File: src/three_term_recurrence_checksum_defines.svh
// Assertion macros shared by the checksum block.
`ifndef THREE_TERM_RECURRENCE_CHECKSUM_DEFINES_SVH
`define THREE_TERM_RECURRENCE_CHECKSUM_DEFINES_SVH

// Same-cycle implication, disabled during reset.
`define TTRC_ASSERT_NOW(label, clk, rst, ante, cons) \
   label: assert property (@(posedge clk) disable iff (rst) (ante) |-> (cons)) \
      else $error("assertion failed");

// Next-cycle implication, disabled during reset.
`define TTRC_ASSERT_NEXT(label, clk, rst, ante, cons) \
   label: assert property (@(posedge clk) disable iff (rst) (ante) |=> (cons)) \
      else $error("assertion failed");

`endif

File: src/ttrc_pkg.sv
`timescale 1ns / 1ps

package ttrc_pkg;

   localparam int BYTE_W   = 8;
   localparam int TERM_W   = 16;
   localparam int SUM_W    = BYTE_W + 1;
   localparam int PROD_W   = SUM_W + TERM_W;

   localparam logic [BYTE_W-1:0] ALPHA_MUL    = 8'd17;
   localparam logic [BYTE_W-1:0] BETA_MUL     = 8'd31;
   localparam logic [TERM_W-1:0] TERM_MOD     = 16'hFFFF;
   localparam logic [BYTE_W-1:0] FIRST_OFFSET = 8'd7;
   localparam logic [TERM_W-1:0] TERM_RESET   = 16'd1;

   // Reduce a product-sized value modulo 65535: 2^16 folds to 1.
   function automatic logic [TERM_W-1:0] mod_term(input logic [PROD_W-1:0] x);
      logic [TERM_W:0] s;
      s = (TERM_W+1)'(x[PROD_W-1:TERM_W]) + (TERM_W+1)'(x[TERM_W-1:0]);
      if (s >= (TERM_W+1)'(TERM_MOD)) begin
         s = s - (TERM_W+1)'(TERM_MOD);
      end
      return s[TERM_W-1:0];
   endfunction

   // Coefficient (pos * k) mod 256.
   function automatic logic [BYTE_W-1:0] coef(input logic [BYTE_W-1:0] pos,
                                              input logic [BYTE_W-1:0] k);
      logic [2*BYTE_W-1:0] p;
      p = (2*BYTE_W)'(pos) * (2*BYTE_W)'(k);
      return p[BYTE_W-1:0];
   endfunction

endpackage

File: src/three_term_recurrence_checksum.sv
`timescale 1ns / 1ps
// Channel | Dir | tdata                      | tuser | tlast
// req_*   | in  | [7:0] data_byte            | -     | last
// rsp_*   | out | [15:0] checksum            | -     | -
//
// One request per cycle unless a last request stalls; the request carrying
// last is held in the input register and its checksum in the result register.
// The recurrence loop (9x16 and 8x16-bit multiplies, subtract, mod 65535) is
// combinational between the term registers, which sets the one-request-per-cycle rate.
// Reset is synchronous, active high, and restores the term state.
// A last request stalls only while the result register is still held.

`include "three_term_recurrence_checksum_defines.svh"

module three_term_recurrence_checksum (
   input  logic        clock,
   input  logic        reset,
   input  logic        req_tvalid,
   output logic        req_tready,
   input  logic [7:0]  req_tdata,   // [7:0] data_byte
   input  logic        req_tlast,
   output logic        rsp_tvalid,
   input  logic        rsp_tready,
   output logic [15:0] rsp_tdata    // [15:0] checksum
);

   localparam int BW = ttrc_pkg::BYTE_W;
   localparam int TW = ttrc_pkg::TERM_W;
   localparam int SW = ttrc_pkg::SUM_W;
   localparam int PW = ttrc_pkg::PROD_W;

   // input register
   logic          in_valid_ff, in_valid_in;
   logic [BW-1:0] in_byte_ff;
   logic          in_last_ff;

   // recurrence state
   logic [TW-1:0] older_ff, older_in;
   logic [TW-1:0] newest_ff, newest_in;
   logic [BW-1:0] position_ff, position_in;
   logic          first_ff, first_in;

   // result register
   logic          rsp_valid_ff, rsp_valid_in;
   logic [TW-1:0] rsp_data_ff, rsp_data_in;

   logic          advance;
   logic [BW-1:0] alpha, beta;
   logic [SW-1:0] mult_a;
   logic [PW-1:0] prod_p, prod_q, diff;
   logic          negative;
   logic [TW-1:0] red, term;

   // Hold a last request while the previous checksum still waits.
   assign advance    = in_valid_ff && !(in_last_ff && rsp_valid_ff && !rsp_tready);
   assign req_tready = !in_valid_ff || advance;
   assign in_valid_in = req_tready ? req_tvalid : in_valid_ff;

   always_comb begin
      alpha    = ttrc_pkg::coef(position_ff, ttrc_pkg::ALPHA_MUL);
      beta     = ttrc_pkg::coef(position_ff, ttrc_pkg::BETA_MUL);
      mult_a   = SW'(in_byte_ff) + SW'(alpha);
      prod_p   = PW'(mult_a) * PW'(newest_ff);
      prod_q   = PW'(beta) * PW'(older_ff);
      negative = prod_p < prod_q;
      diff     = negative ? (prod_q - prod_p) : (prod_p - prod_q);
      red      = ttrc_pkg::mod_term(diff);
      // A negative difference -d wraps to (1 - d) mod 65535.
      if (!negative) begin
         term = red;
      end else if (red <= TW'(1)) begin
         term = TW'(1) - red;
      end else begin
         term = TW'((TW+1)'(1) << TW) - red;
      end
   end

   always_comb begin
      older_in    = older_ff;
      newest_in   = newest_ff;
      position_in = position_ff;
      first_in    = first_ff;
      rsp_data_in = rsp_data_ff;
      if (advance) begin
         if (first_ff) begin
            older_in    = ttrc_pkg::TERM_RESET;
            newest_in   = TW'(in_byte_ff) + TW'(ttrc_pkg::FIRST_OFFSET);
            position_in = BW'(1);
            first_in    = 1'b0;
         end else begin
            older_in    = newest_ff;
            newest_in   = term;
            position_in = position_ff + BW'(1);
         end
         if (in_last_ff) begin
            // Emit the newest term and drop back to the reset state.
            rsp_data_in = newest_in;
            older_in    = ttrc_pkg::TERM_RESET;
            newest_in   = ttrc_pkg::TERM_RESET;
            position_in = '0;
            first_in    = 1'b1;
         end
      end
   end

   always_comb begin
      if (advance && in_last_ff) begin
         rsp_valid_in = 1'b1;
      end else if (rsp_tready) begin
         rsp_valid_in = 1'b0;
      end else begin
         rsp_valid_in = rsp_valid_ff;
      end
   end

   always_ff @(posedge clock) begin
      if (reset) begin
         in_valid_ff  <= 1'b0;
         rsp_valid_ff <= 1'b0;
         older_ff     <= ttrc_pkg::TERM_RESET;
         newest_ff    <= ttrc_pkg::TERM_RESET;
         position_ff  <= '0;
         first_ff     <= 1'b1;
      end else begin
         in_valid_ff  <= in_valid_in;
         rsp_valid_ff <= rsp_valid_in;
         older_ff     <= older_in;
         newest_ff    <= newest_in;
         position_ff  <= position_in;
         first_ff     <= first_in;
      end
   end

   always_ff @(posedge clock) begin
      if (req_tready) begin
         in_byte_ff <= req_tdata;
         in_last_ff <= req_tlast;
      end
      rsp_data_ff <= rsp_data_in;
   end

   assign rsp_tvalid = rsp_valid_ff;
   assign rsp_tdata  = rsp_data_ff;

   `TTRC_ASSERT_NEXT(a_last_makes_result, clock, reset, advance && in_last_ff, rsp_valid_ff)
   `TTRC_ASSERT_NEXT(a_last_restores_state, clock, reset, advance && in_last_ff,
                     first_ff && older_ff == ttrc_pkg::TERM_RESET
                     && newest_ff == ttrc_pkg::TERM_RESET)
   `TTRC_ASSERT_NEXT(a_stall_holds_input, clock, reset, in_valid_ff && !advance,
                     in_valid_ff && $stable(in_byte_ff) && $stable(in_last_ff))
   `TTRC_ASSERT_NOW(a_term_reduced, clock, reset, in_valid_ff && !first_ff,
                    newest_ff != ttrc_pkg::TERM_MOD && older_ff != ttrc_pkg::TERM_MOD)

endmodule

File: config.mk
export PLATFORM = sky130hd
export DESIGN_NAME = three_term_recurrence_checksum
export DESIGN_NICKNAME = d
export VERILOG_FILES = /design/src/ttrc_pkg.sv /design/src/three_term_recurrence_checksum.sv
export VERILOG_INCLUDE_DIRS = /design/src /design/src/src
export SDC_FILE = /design/constraint.sdc
export NUM_CORES = 1
export LEC_CHECK = 0
export BUFFER_PORTS_ARGS = -buffer_cell sky130_fd_sc_hd__buf_2
export CORE_AREA = 8 8 189 191
export CTS_BUF_LIST = sky130_fd_sc_hd__clkbuf_4
export DETAILED_ROUTE_END_ITERATION = 8
export DIE_AREA = 0 0 197 199
export MAX_ROUTING_LAYER = met4
export PLACE_DENSITY_LB_ADDON = 0.3
export SKIP_CTS_REPAIR_TIMING = 1
export SYNTH_ARGS = -nofsm -noshare
export SYNTH_HDL_FRONTEND = slang
export SYNTH_SLANG_ARGS = --single-unit
File: constraint.sdc
create_clock -name clock -period 16.4 [get_ports clock]
set_input_delay 0 -clock clock [delete_from_list [all_inputs] [get_ports clock]]
set_output_delay 0 -clock clock [all_outputs]
set_load 0.1 [all_outputs]
==> results.sh <==
export IMPL_synthArstFlopShare_pct=0
export IMPL_cts_sinks=68
export IMPL_vias=13700
export IMPL_final_common_cell="inv_1"
export IMPL_drc_errors=0
export IMPL_cpMaxStageDelayCell="fa_1"
export IMPL_postLayoutCoreUtil_pct=52.0
export IMPL_grt_pass1_vias=13800
export IMPL_hold_class="in2reg"
export IMPL_drt_pass1_iter_count=5
export IMPL_cts_buffer_depth=2
export IMPL_clk_pin_slew_ns=0.14
export IMPL_portBuffers=30
export IMPL_hold_viol=0
export IMPL_worst_slack_ns=1.05
export IMPL_cp_start_kind="register"
export IMPL_cp_end_kind="register"
export IMPL_worstHoldPathCells=2
export IMPL_clock_skew_ns=0.0188
export IMPL_outcome="complete, no violations"
export IMPL_fin_area_um2=17100
export IMPL_synth_seq_cells=68
export IMPL_place_gp_congestion=0.961
export IMPL_synth_area_um2=16100
export IMPL_worst_pin_slew_ns=1.07
export IMPL_cp_max_fo=17
export IMPL_drt_wl_total_mm=45.8
export IMPL_synthTopCellsByArea="fa_1 25%, ha_1 14%, inv_1 7.2%"
export IMPL_die_height_um=199
export IMPL_synth_net_count=2348
export IMPL_io_pins=31
export IMPL_worstRegToRegCells=67
export IMPL_rows=67
export IMPL_synth_top_area_share_pct=24.6
export IMPL_antenna_found_initial=0
export IMPL_fin_crit_sh_pct=93.6
export IMPL_htreeDepth=3
export IMPL_synth_edf_count=25
export IMPL_timing_fmax_mhz=65.1
export IMPL_finalSetupViolations=0
export IMPL_detail_route_antenna_nets=0
export IMPL_critPathMaxStageDelay_ns=0.54
export IMPL_min_from="reset"
export IMPL_seq_area_frac_synth_pct=9.98
export IMPL_yosys_most_used_dff="dfxtp_1"
export IMPL_synthDistinctLibCells=93
export IMPL_nFillCells=3165
export IMPL_cp_arrival_ns=15.57
export IMPL_cts_buffers=9
export IMPL_grt_overflow_total=0
export IMPL_avgViaCountPerCell=5.68
export IMPL_syn_inst=1962
export IMPL_yosys_area_top_type="fa_1"
export IMPL_grtUsageTotal_pct=24.2
export IMPL_clock_latency_ns=0.45
export IMPL_crit_required_ns=16.61
export IMPL_grt_pass1_wl_mm=73.4
export IMPL_dpl_worst_slack_ns=0.567
export IMPL_die_area_um2=39200
export IMPL_cts_tree="yes"
export IMPL_finalNetCount=2351
export IMPL_wl_per_cell_um=18.9
export IMPL_first_iter_violations=1061
export IMPL_rr_startpoint="position_ff[1]"
export IMPL_yosysWarnings=0
export IMPL_final_cell_mix="310 x inv_1, 215 x nand2_1, 198 x fa_1"
export IMPL_coreArea_um2=32900
export IMPL_place_area_um2=16700
export IMPL_initial_utilization_pct=49.1
export IMPL_slew_viol_final=0
export IMPL_grt_max_degree=29
export IMPL_drive_above_1_share_pct=5.79
export IMPL_die_w_um=197
export IMPL_layout_area_overhead_vs_synth_pct=5.84
export IMPL_crit_start="position_ff[1]"
export IMPL_root_buffer="clkbuf_4"
export IMPL_drv_cap=0
export IMPL_period_minus_slack_ns=15.35
export IMPL_dp_hpwl_mm=37.6
export IMPL_critPathKind="reg2reg"
export IMPL_synth_area_per_cell_um2=8.23
export IMPL_setup_tns_ns=0
export IMPL_slew_headroom_pct=28.2
-- sequential cells by signal (all words and copies together) (netlist names) --
| signal | flops |
|---|---|
| rsp_tvalid | 1 |
| first_ff | 1 |
| older_ff | 16 |
| rsp_tdata | 16 |
| in_last_ff | 1 |
| in_valid_ff | 1 |
| position_ff | 8 |
| in_byte_ff | 8 |
| newest_ff | 16 |
-- metal layers --
| layer | global-route usage, % | vias to the layer above | part of all wire [%] |
|---|---|---|---|
| met3 | 3.33 | 99 | 6.2 |
| met1 | 30.7 | 6802 | 42 |
| met2 | 40.4 | 446 | 49 |
| met5 | - | - | 0 |
| li1 | - | 6397 | - |
| met4 | 6.21 | 0 | 2.5 |
-- Yosys cell counts, types with 10 or more instances --
cell      instances
nor3_1           20
nor2_1          103
a31oi_1          10
and2_1          148
nand3_1          20
o21ai_1          17
o21ai_0          51
a211oi_1         10
clkbuf_1         57
mux2i_1          12
xnor2_1          82
o21bai_1         34
a22oi_1          24
xor2_1           45
ha_1            175
a21oi_1         127
nor2b_1          23
inv_1           310
fa_1            198
edfxtp_1         25
nand2_1         215
nand2b_1         10
a21o_1           41
dfxtp_1          43
-- layout make-up --
class	count	area [µm²]	area share [%]
diodes	1	2.50	0.0146
clock buffers	9	67.6	0.396
clock inverters	7	81.3	0.476
inverters	310	1160	6.81
multi-input cells	1512	13200	77.0
flip-flops and latches	68	1620	9.46
well taps	448	561	3.28
repair buffers	64	433	2.53
-- kinds of logic after synthesis --
kind of cell / share of synthesized area [%]
mux: 1.02
flops: 9.98
compound gates: 16.5
simple gates: 18.4
buf+inv: 9.07
xor+xnor: 6.89
fa+ha+maj: 38.1
-- per-stage QoR --
step | hold slack, ns | cells
after floorplan | 0.0989 | 1962
after global routing | 0.0271 | 2418
final | 0.0302 | 2419
after global placement | 0.177 | 2388
after CTS | -0.311 | 2404
after detailed placement | 0.178 | 2388
-- worst paths after layout --
kind                          to  slack, ns
setup reg to reg    rsp_tdata[5]       1.05
setup / recovery    rsp_tdata[5]       1.05
hold reg to reg   position_ff[6]       0.61
hold / removal       older_ff[7]       0.03
-- worst max-delay path, delay by kind of cell (launching register included) --
| kind | cells | cell delay (ns) |
|---|---|---|
| AOI/OAI and AO/OA | 26 | 5.21 |
| xor gates and xnor gates | 4 | 0.70 |
| adders and majority gates | 13 | 5.56 |
| buffers and inverters | 10 | 0.87 |
| DFF | 1 | 0.47 |
| muxes | 2 | 0.51 |
| and+or+nand+nor | 12 | 1.78 |
Power is not shown: default switching activity piles up to over one toggle a cycle in this logic, so the estimate is an artifact.
